**config.mk**
```make
export PLATFORM = sky130hd
export DESIGN_NAME = tea_cell
export DESIGN_NICKNAME = d
export VERILOG_FILES = /design/src/rtl/tea_pkg.sv /design/src/rtl/tea_cell.sv
export SDC_FILE = /design/constraint.sdc
export NUM_CORES = 1
export LEC_CHECK = 0
export BUFFER_PORTS_ARGS = -buffer_cell sky130_fd_sc_hd__buf_2
export CORE_MARGIN = 2
export CORE_UTILIZATION = 55
export CTS_CLUSTER_DIAMETER = 60
export CTS_CLUSTER_SIZE = 30
export DETAILED_ROUTE_END_ITERATION = 12
export PLACE_DENSITY = 0.78
export SLEW_MARGIN = 20
export SYNTH_ARGS = -nofsm -noshare
export SYNTH_HDL_FRONTEND = slang
export SYNTH_SLANG_ARGS = --single-unit
```
**constraint.sdc**
```tcl
create_clock -name clk -period 7.8 [get_ports clk]
set_clock_uncertainty 0.1 [all_clocks]
set_input_delay 0.39 -clock clk [delete_from_list [all_inputs] [get_ports clk]]
set_output_delay 0.39 -clock clk [all_outputs]
set_load 0.01 [all_outputs]
```
**src/rtl/tea_pkg.sv**
```systemverilog
// ----------------------------------------------------------------------------
// TEA package
// Shared constants, types and the round mixing function of the TEA cipher.
// ----------------------------------------------------------------------------
package tea_pkg;

  localparam int unsigned WORD_W     = 32;
  localparam int unsigned TEA_ROUNDS = 32;
  localparam int unsigned CFG_IDX_W  = 2;

  localparam logic [WORD_W-1:0] TEA_DELTA = 32'h9E37_79B9;

  localparam logic KIND_ENCRYPT = 1'b0;
  localparam logic KIND_DECRYPT = 1'b1;

  localparam logic [CFG_IDX_W-1:0] CFG_KEY0 = 2'd0;
  localparam logic [CFG_IDX_W-1:0] CFG_KEY1 = 2'd1;
  localparam logic [CFG_IDX_W-1:0] CFG_KEY2 = 2'd2;
  localparam logic [CFG_IDX_W-1:0] CFG_KEY3 = 2'd3;

  typedef logic [WORD_W-1:0] word_t;

  typedef struct packed {
    word_t k0;
    word_t k1;
    word_t k2;
    word_t k3;
  } key_t;

  typedef struct packed {
    logic  valid;
    logic  kind;
    word_t y;
    word_t z;
  } stage_t;

  function automatic word_t tea_mix(input word_t v, input word_t sum,
                                    input word_t kl, input word_t kr);
    tea_mix = ((v << 4) + kl) ^ (v + sum) ^ ((v >> 5) + kr);
  endfunction

endpackage

```
**src/rtl/tea_cell.sv**
```systemverilog
// ----------------------------------------------------------------------------
// TEA half-round cell
// Applies one half of a Feistel round, in either direction, and registers it.
// ----------------------------------------------------------------------------
module tea_cell #(
  parameter int unsigned ROUNDS    = tea_pkg::TEA_ROUNDS,
  parameter int unsigned ROUND_IDX = 0,
  parameter bit          HALF      = 1'b0
) (
  input  logic            clk,
  input  logic            rst_n,
  input  logic            en,
  input  tea_pkg::key_t   key,
  input  tea_pkg::stage_t d_in,
  output tea_pkg::stage_t d_out
);
  import tea_pkg::*;

  localparam logic [63:0] ENC_PROD = 64'(TEA_DELTA) * 64'(ROUND_IDX + 1);
  localparam logic [63:0] DEC_PROD = 64'(TEA_DELTA) * 64'(ROUNDS - ROUND_IDX);
  localparam word_t       SUM_ENC  = ENC_PROD[WORD_W-1:0];
  localparam word_t       SUM_DEC  = DEC_PROD[WORD_W-1:0];

  logic   dec;
  logic   upd_y;
  word_t  sum;
  word_t  mixed;
  stage_t stage_nxt;
  stage_t stage_r;

  always_comb begin
    dec   = (d_in.kind == KIND_DECRYPT);
    upd_y = HALF ^ ~dec;
    sum   = dec ? SUM_DEC : SUM_ENC;
    if (upd_y) begin
      mixed = tea_mix(d_in.z, sum, key.k0, key.k1);
    end else begin
      mixed = tea_mix(d_in.y, sum, key.k2, key.k3);
    end
    stage_nxt = d_in;
    if (upd_y) begin
      stage_nxt.y = dec ? (d_in.y - mixed) : (d_in.y + mixed);
    end else begin
      stage_nxt.z = dec ? (d_in.z - mixed) : (d_in.z + mixed);
    end
  end

  always_ff @(posedge clk) begin
    if (!rst_n) begin
      stage_r.valid <= 1'b0;
    end else if (en) begin
      stage_r.valid <= stage_nxt.valid;
    end
    if (en) begin
      stage_r.kind <= stage_nxt.kind;
      stage_r.y    <= stage_nxt.y;
      stage_r.z    <= stage_nxt.z;
    end
  end

  assign d_out = stage_r;

endmodule

```
# After elaboration in Yosys (flattened, before gate mapping)
# Cells that the tools add are included.
[word_totals] out_inout_bits=66 mem_bits_rw=0 input_bits=197 latch_bits=0 memories=0 regBits=66 wordCells=20 mem_bits_ro=0
[classes] reduce_logical=0 muxes=4 eq_ne=0 n_div=0 mul=0 n_bitwise=4 order_cmp=0 add_sub_neg=8 n_shift=0
[op_table] operator="32-bit adder" count=5
[op_table] operator="32-bit bitwise XOR" count=4
[op_table] operator="32-bit 2-to-1 mux" count=3
[op_table] operator="27-bit by 32-bit adder with 32-bit output" count=2
[op_table] operator="32-bit subtractor" count=1
[op_table] operator="31-bit 2-to-1 mux" count=1

# Depth between registers and ports, before layout
[logic_depth] ltp_word=7 depth_mapped=28 ltp_nobuf=25

# Worst setup path before layout
# No wires, ideal clock.
[synth_timing] path_kind="input to register" startpoint="input port d_in[64] (netlist name)" endpoint="register stage_r, in the netlist d_out[63], data pin" arrival_time_ns=6.232 n_path_buf=3 required_ns=7.437 slack_ns=1.205 setup_ns=0.263 cell_stages=27 cell_sequence="clkbuf_1 inv_1 buf_1 ha_1 a211o_1 a21oi_1 o21ai_0 a21oi_1 o21ai_0 a21oi_1 o21ai_0 xnor2_1 xnor2_1 xnor2_1 mux2_2 ha_1 clkbuf_1 a21o_1 a2111o_1 nand3_1 a21oi_1 o31ai_1 a21oi_1 xnor2_1 xnor3_1 mux2i_1 xor2_1"
[synth_lines] element="start, declared" line_no="tea_cell.sv:14" source="input tea_pkg::stage_t d_in,"
[synth_lines] element="end, declared" line_no="tea_cell.sv:29" source="stage_t stage_r;"

==> metrics <==
run status finished, final reports clean; crit path time final 6.627 ns; worst endpoint required time 7.79 ns; Clock Latency Late Sink 0.34 ns; Die X-Extent 165.9 um; share of layout cells above drive strength 1 17.17%; Net Sw Power 2.005 mW; kind of end point of the critical path flop; H-tree levels 3; Vias 14620; type of origin of the critical path primary input; RSZ-0062 raised after global routing no; initial core utilization 55.66%; Fill cells 2314; routed len/inst 19.33 um; slack of the worst reg-to-reg path 7.09 ns; asr flop ratio synth 0%; Finished Cell Area 0.01639 sq mm; Placed Cells 2346; clock tree sinks 66; hold worst-path end d_out[65]$_SDFFE_PN0P_; Comb pwr share 75.9%; core area 0.02591 sq mm; largest net degree at the start of global routing 77; sequential element share of the synthesized area 13.67%; syn avg cell area 8.148 sq um; setup TNS after final layout 0 ns; most instantiated library cell after synthesis xnor2_1; post-synth cell types 78; vias per cell 6.191; Slew HR 38.26%; Post-DP HPWL 37130 um; I/O pin count 263; first-pass GRT wire length 71690 um; die area 0.02753 sq mm; fin crit share 84.97%; Reg2Reg Depth 2; worst hold path startpoint rst_n; crit path max fanout 15; sw frac 47.71%; Slew Viols, Final 0; Flop pwr share 14.0%; YS warnings 0; Hold Crit Depth 2; Cell Area, Synth 0.01442 sq mm; Worst Hold Class primary input to flop; Pint 2.197 mW; vias in the first global route 13860; Pwr Density 256.4 mW/mm^2; Post-Synthesis Cells 1770; top post-synthesis cells by area ha_1, xnor2_1, edfxtp_1; Final Hold Fails 0; Yosys top cell by area ha_1; Area Growth Syn to Fin 13.62%; flops & latches, synth 66; TritonCTS Buffers 9; clock power share 10.0%; CTS Buffer Depth 2; postcts setup bufs 0; Post-CTS Resized 0; initial antenna violation count 1; clock-pin slew on the worst setup and hold paths 0.06 ns; 1st-iter DRT viols 1489; clock root buffer clkbuf_16; Crit Path Class primary input to flop; Die Ht 165.9 um; gpl congestion 0.9696; final antenna-violating net count 0; drc violations 0; Max Cap Viol 0; drt pass-1 iters 5; Post-synth top flop edfxtp_1; I/O Buffers 262; hold_buf cts 0; placement row count 59; Crit path arrival time 6.62 ns; top cell type's share of synthesized area 17.96%; max frequency 0.1509 GHz; Syn Nets 2180; Setup Viol. Count Final 0; Post-synth top cells xnor2_1, ha_1, a21oi_1; total track usage 32.08%; Nets 2432; Worst-Margin Slew 0.9165 ns; Post-synth EDFFs 65; R2R Path Start d_out[65]$_SDFFE_PN0P_; Reg-to-Reg End d_out[65]$_SDFFE_PN0P_; final WL 45660 um; Ant. Diodes 0; DP Area 0.01609 sq mm; Finished Layout Cells 2362; TritonCTS clock tree built; Max IR drop VDD 134.8 uV; Leakage Power 7.399 nW; Largest register FFs 66; grt ovf 0
[layout make-up]
cell class | instances | area, sq um | area share [%]
multi-input cells | 1624 | 12150 | 74.12
flip-flops and latches | 66 | 1972 | 12.03
repair buffers | 267 | 1351 | 8.246
well taps | 335 | 419.2 | 2.558
clock buffers | 9 | 225.2 | 1.374
inverters | 54 | 202.7 | 1.237
clock inverters | 7 | 70.07 | 0.4276
[worst max-delay path by stage]
stage,start,to,depth (start not counted)
CTS,d_in[64],d_out[63]$_DFFE_PP_,24
detailed placement,d_in[64],d_out[63]$_DFFE_PP_,24
floorplan,d_in[64],d_out[63]$_DFFE_PP_,27
global route,d_in[64],d_out[31]$_DFFE_PP_,26
global placement,d_in[64],d_out[63]$_DFFE_PP_,24
finish,d_in[64],d_out[31]$_DFFE_PP_,26
[critical path, stage by stage]
cell and delay [ns]:
buf_4 0.12, inv_1 0.55, ha_1 0.40, ha_1 0.28, a21oi_1 0.14, o21ai_0 0.47, a21oi_1 0.17, o21ai_0 0.30
xor2_1 0.23, xnor2_1 0.15, xor2_1 0.15, nand2_1 0.11, o21ai_0 0.16, inv_1 0.08, ha_1 0.39, a21oi_1 0.12
nand2b_1 0.09, o211ai_1 0.16, a31o_2 0.26, a311oi_1 0.44, o2111ai_1 0.26, a311oi_1 0.63, nor3b_1 0.30, o2bb2ai_1 0.09
nand3_1 0.09, o211ai_2 0.09
[metrics by stage]
stage	hold WS [ns]	setup slack, ns	total power, mW	utilization, %
floorplan	0.3889	1.205	2.915	-
global placement	0.3945	1.181	3.669	62.10
detailed placement	0.4434	1.017	3.704	62.10
CTS	0.1820	1.357	4.147	63.24
global route	0.1938	0.7267	4.515	63.24
finish	0.1733	1.173	4.202	63.24
[cells in the final DEF (no fill, tap or decap), drive strengths merged, types with 10 or more instances in the layout]
| master | synthesis | routed |
|---|---|---|
| a21o | 101 | 101 |
| a211oi | 22 | 22 |
| nor2 | 90 | 90 |
| o211ai | 11 | 11 |
| and3 | 22 | 22 |
| edfxtp | 65 | 65 |
| nor3 | 28 | 28 |
| nand4 | 12 | 12 |
| mux2 | 32 | 32 |
| inv | 54 | 54 |
| ha | 207 | 207 |
| nand2 | 149 | 149 |
| a21oi | 161 | 161 |
| o21ai | 129 | 129 |
| a31oi | 20 | 20 |
| nor2b | 17 | 17 |
| xnor2 | 274 | 274 |
| a211o | 12 | 12 |
| xor2 | 72 | 72 |
| nand2b | 20 | 20 |
| o21bai | 24 | 24 |
| buf | 5 | 267 |
| nand3 | 44 | 44 |
| o21a | 33 | 33 |
| and2 | 10 | 10 |
[power groups by stage]
| stage | registers, mW | clock network (mW) | logic [mW] |
|---|---|---|---|
| final | 0.590 | 0.421 | 3.19 |
| after global routing | 0.599 | 0.436 | 3.48 |
| after CTS | 0.590 | 0.423 | 3.13 |
| after detailed placement | 0.596 | 0 | 3.11 |
| after global placement | 0.594 | 0 | 3.08 |
| after floorplan | 0.652 | 0 | 2.26 |
[logic make-up after synthesis]
| group | after synthesis | share of synthesized area [%] |
|---|---|---|
| adder cells (fa/ha/maj) | 213 | 18.79 |
| flip-flops | 66 | 13.67 |
| AND/OR/NAND/NOR | 433 | 14.38 |
| multiplexers | 39 | 2.984 |
| XOR/XNOR | 348 | 21.32 |
| buffers and inverters | 80 | 2.108 |
| AO/OA/AOI/OAI | 591 | 26.74 |
[routing by layer]
layer	part of all wire, %	global-route usage, %	vias to the layer above
met2	43	50.01	716
met3	10	5.338	81
met1	44	45.75	6755
met5	0.028	0	-
met4	2.2	8.960	2
li1	-	-	7068
Note: power is estimated with default switching activity, not from simulation.
