===== src/rtl/tea_pkg.sv =====
// ----------------------------------------------------------------------------
// TEA package
// Shared constants, types and the round mixing function of the TEA cipher.
// ----------------------------------------------------------------------------
package tea_pkg;

  localparam int unsigned WORD_W     = 32;
  localparam int unsigned TEA_ROUNDS = 32;
  localparam int unsigned CFG_IDX_W  = 2;

  localparam logic [WORD_W-1:0] TEA_DELTA = 32'h9E37_79B9;

  localparam logic KIND_ENCRYPT = 1'b0;
  localparam logic KIND_DECRYPT = 1'b1;

  localparam logic [CFG_IDX_W-1:0] CFG_KEY0 = 2'd0;
  localparam logic [CFG_IDX_W-1:0] CFG_KEY1 = 2'd1;
  localparam logic [CFG_IDX_W-1:0] CFG_KEY2 = 2'd2;
  localparam logic [CFG_IDX_W-1:0] CFG_KEY3 = 2'd3;

  typedef logic [WORD_W-1:0] word_t;

  typedef struct packed {
    word_t k0;
    word_t k1;
    word_t k2;
    word_t k3;
  } key_t;

  typedef struct packed {
    logic  valid;
    logic  kind;
    word_t y;
    word_t z;
  } stage_t;

  function automatic word_t tea_mix(input word_t v, input word_t sum,
                                    input word_t kl, input word_t kr);
    tea_mix = ((v << 4) + kl) ^ (v + sum) ^ ((v >> 5) + kr);
  endfunction

endpackage


===== src/rtl/tea_out_skid.sv =====
// ----------------------------------------------------------------------------
// TEA output skid stage
// Output register plus one skid entry, so the cell chain stalls on a register.
// ----------------------------------------------------------------------------
module tea_out_skid (
  input  logic                       clk,
  input  logic                       rst_n,
  input  tea_pkg::stage_t            d_in,
  output logic                       advance,
  output logic                       out_valid,
  input  logic                       out_ready,
  output logic [2*tea_pkg::WORD_W-1:0] out_data
);
  import tea_pkg::*;

  logic                  out_valid_r;
  logic                  out_valid_nxt;
  logic [2*WORD_W-1:0]   out_data_r;
  logic [2*WORD_W-1:0]   out_data_nxt;
  logic                  skid_valid_r;
  logic                  skid_valid_nxt;
  logic [2*WORD_W-1:0]   skid_data_r;
  logic [2*WORD_W-1:0]   skid_data_nxt;
  logic                  out_free;

  always_comb begin
    advance        = ~skid_valid_r;
    out_free       = ~out_valid_r | out_ready;
    out_valid_nxt  = out_valid_r;
    out_data_nxt   = out_data_r;
    skid_valid_nxt = skid_valid_r;
    skid_data_nxt  = skid_data_r;
    if (skid_valid_r) begin
      if (out_ready) begin
        out_valid_nxt  = 1'b1;
        out_data_nxt   = skid_data_r;
        skid_valid_nxt = 1'b0;
      end
    end else if (d_in.valid) begin
      if (out_free) begin
        out_valid_nxt = 1'b1;
        out_data_nxt  = {d_in.z, d_in.y};
      end else begin
        skid_valid_nxt = 1'b1;
        skid_data_nxt  = {d_in.z, d_in.y};
      end
    end else if (out_ready) begin
      out_valid_nxt = 1'b0;
    end
  end

  always_ff @(posedge clk) begin
    if (!rst_n) begin
      out_valid_r  <= 1'b0;
      skid_valid_r <= 1'b0;
    end else begin
      out_valid_r  <= out_valid_nxt;
      skid_valid_r <= skid_valid_nxt;
    end
    out_data_r  <= out_data_nxt;
    skid_data_r <= skid_data_nxt;
  end

  assign out_valid = out_valid_r;
  assign out_data  = out_data_r;

endmodule

===== config.mk =====
export PLATFORM = sky130hd
export DESIGN_NAME = tea_out_skid
export DESIGN_NICKNAME = d
export VERILOG_FILES = /design/src/rtl/tea_pkg.sv /design/src/rtl/tea_out_skid.sv
export SDC_FILE = /design/constraint.sdc
export NUM_CORES = 1
export LEC_CHECK = 0
export BUFFER_PORTS_ARGS = -buffer_cell sky130_fd_sc_hd__buf_2
export CORE_MARGIN = 3
export CORE_UTILIZATION = 51
export CTS_BUF_LIST = sky130_fd_sc_hd__clkbuf_16
export DETAILED_ROUTE_END_ITERATION = 16
export PLACE_DENSITY = 0.9
export SYNTH_ARGS = -nofsm -noshare
export SYNTH_HDL_FRONTEND = slang
export SYNTH_SLANG_ARGS = --single-unit

===== constraint.sdc =====
create_clock -name clk -period 6.67 [get_ports clk]
set_input_delay 0.3335 -clock clk [delete_from_list [all_inputs] [get_ports clk]]
set_output_delay 0.3335 -clock clk [all_outputs]
set_load 0.03 [all_outputs]

# After elaboration in Yosys (flattened, before gate mapping)

Index checks and enable logic that the tools add are counted.

Bits in registers: 130
Output and inout bits: 66

Equality and inequality tests: 2
Mux-type cells: 13
Bitwise logic cells: 4
Reduce and logical (&&, ||, !) cells: 6

Operators with widths:

| kind                 | number |
|---|---|
| $mux W64             | 4 |
| $mux W1              | 9 |
| $reduce_and A3 Y1    | 3 |
| $reduce_bool A2 Y1   | 3 |
| $ne A3 B1 Y1 const B | 1 |
| $not A1 Y1           | 3 |
| $ne A2 B2 Y1 const B | 1 |
| $or A1 B1 Y1         | 1 |

# Depth between registers and ports, before layout

Word-level depth: 5
Gate-level depth with buffers: 5
Gate-level depth less buffers: 2

# Worst setup path after synthesis

Ideal clock, no wire load.

Path kind: reg2reg
From: register skid_valid_r
To: register skid_data_r[0], enable pin
Setup time: 0.565 ns
Arrival time: 5.060 ns
Required time: 6.105 ns
Setup slack: 1.045 ns
Cell stages (with the launch flop): 5
Buffers on the path: 3
Clock period less this slack: 5.625 ns
Cells stage by stage: dfxtp_1 > buf_6 > buf_6 > buf_6 > nor3_1

Word-level cells in the longest chain between the ends: 2

Ends and longest elaborated chain:

| what                        | line               | RTL |
|---|---|---|
| from (decl)                 | tea_out_skid.sv:20 | `logic skid_valid_r;` |
| from (signal assigned)      | tea_out_skid.sv:58 | `skid_valid_r <= skid_valid_nxt;` |
| $not A1 Y1 (no line)        | n/a                |  |
| $reduce_and A3 Y1 (no line) | n/a                |  |
| to (signal assigned)        | tea_out_skid.sv:61 | `skid_data_r <= skid_data_nxt;` |
| to (decl)                   | tea_out_skid.sv:22 | `logic [2*WORD_W-1:0] skid_data_r;` |

Every way passes these cells.
A chain may end at the register's enable or synchronous reset.

# Worst setup path in the final report

From: register skid_valid_r
To: register out_data_r[45] (netlist: out_data[45]), enable pin

Word-level cells in the longest chain between the ends: 2

Ends and longest elaborated chain:

| what                                                                | line               | RTL |
|---|---|---|
| $ne A2 B2 Y1 (no line) / $reduce_bool A2 Y1 (equally long branches) | n/a                |  |
| $reduce_and A3 Y1 (no line) (*)                                     | n/a                |  |
| to (signal assigned)                                                | tea_out_skid.sv:60 | `out_data_r <= out_data_nxt;` |
| to (decl)                                                           | tea_out_skid.sv:18 | `logic [2*WORD_W-1:0] out_data_r;` |

Mark *: on every way between the ends. The rest lies on a longest branch, timed or not.

==> flow_metrics.py <==
metrics = {
    "synthesis": {
        "synth_top_cell_area_share_pct": 80.99,
        "synthCells": 212,
        "synth_cell_types": 15,
        "ys_ff_latch": 130,
        "synthTopCellsByCount": "128 x edfxtp_1, 58 x mux2_2, 6 x mux2_4",
        "yosys-top-cells-area": "edfxtp_1 81%, mux2_2 14%, mux2_4 1.9%",
        "synth_ff_type": "edfxtp_1",
        "syn-num-nets": 281,
        "synth_edf_count": 128,
        "async_flop_share_pct": 0,
        "yosysTopAreaCell": "edfxtp_1",
        "yosys_warnings": 0,
        "synth.avg_cell_area_um2": 22.39,
        "yosysSeqAreaShare_pct": 81.83,
        "synth_most_common_cell": "edfxtp_1",
        "syn-cell-area_um2": 4746,
    },
    "sta": {
        "grt_setup_unrepaired": "false",
        "fin_setup_tns_ns": 0,
        "max_slew_margin_pct": 35.86,
        "finalHoldViolations": 0,
        "maxSlewViolCount": 0,
        "fin_worst_skew_ns": 0.005677,
        "setup_ws_ns": 4.014,
        "setup_viol": 0,
        "tightestPinTransition_ns": 0.9621,
        "final.period_utilization_pct": 39.82,
        "max_freq_ghz": 0.3765,
        "period_needed_ns": 2.656,
    },
    "worst_setup_path": {
        "path_buf_inv": 1,
        "cpPeakStageDelay_ns": 0.94,
        "crit_path_max_fanout": 69,
        "cpLargestDelayFamily": "flip-flops",
        "arrival_ns": 2.69,
        "timing.critical_path.to_type": "flip-flop",
        "crit_required_ns": 6.70,
        "crit_slowest_cell": "dfxtp_4",
        "path_cells": "o22a_2, buf_4",
        "path_class": "flip-flop to flip-flop",
        "start_kind": "flip-flop",
        "rr_worst_depth": 2,
        "path_depth": 2,
    },
    "detailed_routing": {
        "drtPass1Iterations": 5,
        "drc": 0,
        "ant_nets": 0,
        "routed_wirelength_um": 8599,
        "drt_iter0_drc": 128,
        "viasPerCell": 5.129,
        "wl_per_cell_um": 17.91,
        "vias": 2462,
    },
    "placement": {
        "place.gp.congestion": 0.7206,
        "dp.cells": 448,
        "place_ws_ns": 3.939,
        "port_buffers": 133,
        "place_area_um2": 5520,
        "dp_hpwl_um": 5445,
    },
    "pwr": {
        "p_leak_nw": 2.300,
        "power_density_nw_per_um2": 329.0,
        "vdd_ir_drop_max_uv": 206.0,
    },
    "global_routing": {
        "antenna_found_initial": 0,
        "grt_pass1_wl_um": 13300,
        "overflow": 0,
        "grt_usage_pct": 17.10,
        "grt_pass1_vias": 2628,
        "grt_max_degree": 70,
    },
    "floorplanning": {
        "row_count": 34,
        "die_y_um": 102.5,
        "initial_utilization_pct": 53.38,
        "ios": 135,
        "die-area_um2": 10500,
        "die_x_um": 102.5,
        "core_area_um2": 8891,
    },
    "clock_tree": {
        "cts_sinks": 130,
        "path_clk_slew_ns": 0.06,
        "cts_buffer_depth": 2,
        "cts_resized": 0,
        "cts_root_buf": "clkbuf_16",
        "post_cts_buffers": 0,
        "clk_latency_ns": 0.39,
        "cts_tree": "done",
        "cts_buffers": 17,
        "hold_buffers": 0,
        "h-tree-depth": 4,
    },
    "layout": {
        "final_cells": 480,
        "num_antenna_cells": 0,
        "drive_gt1_share_pct": 62.37,
        "syn_to_final_growth_pct": 28.32,
        "fin_nets": 428,
        "design_area_um2": 6090,
        "final.fill_count": 582,
    },
    "worst_hold_path": {
        "hp-class": "primary input to flip-flop",
        "hold_depth": 1,
    },
    "run": {
        "drv_cap": 0,
    },
    "status": {
        "outcome": "finished clean",
    },
}
kinds of logic after synthesis:
kind of cell,Yosys count,synth area share [%]
flops,130,81.84
mux,65,15.87
buf+inv,9,1.318
simple gates,5,0.5270
compound gates,3,0.4482
final timing paths:
path,start,end,slack [ns]
worst max-delay path,skid_valid_r,out_data[45],4.01
worst min-delay path,d_in[61],skid_data_r[29],0.13
worst max register to register,skid_valid_r,out_data[45],4.01
worst min register to register,out_valid,skid_valid_r,0.54
where the power goes:
| group | switching, mW | internal (mW) | total (mW) |
|---|---|---|---|
| Clock | 0.333 | 0.546 | 0.879 |
| Combinational | 0.106 | 0.0575 | 0.164 |
| Sequential | 0.0141 | 0.947 | 0.961 |
| Total | 0.453 | 1.55 | 2.00 |
cell usage in the layout (no fill, tap or decap), drive strengths merged:
cell type | Yosys | final
clkinv | 0 | 8
clkinvlp | 0 | 3
nor3 | 1 | 1
a21oi | 1 | 1
nor2 | 1 | 1
mux2i | 1 | 1
nand2b | 2 | 2
buf | 8 | 136
nand2 | 1 | 1
inv | 1 | 3
clkbuf | 0 | 17
o22a | 1 | 1
dfxtp | 2 | 2
mux2 | 64 | 64
bufinv | 0 | 2
edfxtp | 128 | 128
a21boi | 1 | 1
layout make-up:
class / count / area [um2] / area share [%]
Sequential cell: 130 / 3887 / 63.84
Multi-Input combinational cell: 73 / 805.8 / 13.23
Timing Repair Buffer: 136 / 688.2 / 11.30
Clock buffer: 17 / 425.4 / 6.986
Clock inverter: 15 / 143.9 / 2.363
Tap cell: 108 / 135.1 / 2.219
Inverter: 1 / 3.754 / 0.06164
worst reg2reg max path: stages, from the launching register on:
cell	delay [ns]
dfxtp_4	0.94
o22a_2	0.74
buf_4	0.57
per-stage QoR:
step	util (%)	power, mW	hold WS (ns)
2_1_floorplan	-	1.081	0.4324
3_3_place_gp	62.09	1.136	0.4956
3_5_place_dp	62.09	1.142	0.5253
4_1_cts	68.49	2.026	0.1037
5_1_grt	68.49	2.076	0.1016
6_report	68.49	2.003	0.1255
sequential cells by signal, summed over array words and instances, names as in the netlist:
signal,flops
skid_data_r,64
out_valid,1
out_data,64
skid_valid_r,1
per-layer routing:
layer	wire [um]	part of all wire, %	GRT usage (%)
met5	0	0	0
met4	18	0.21	5.045
met2	4518	53	28.65
met3	555	6.5	7.167
met1	3507	41	20.26
Power figures use the tool's default switching activity.
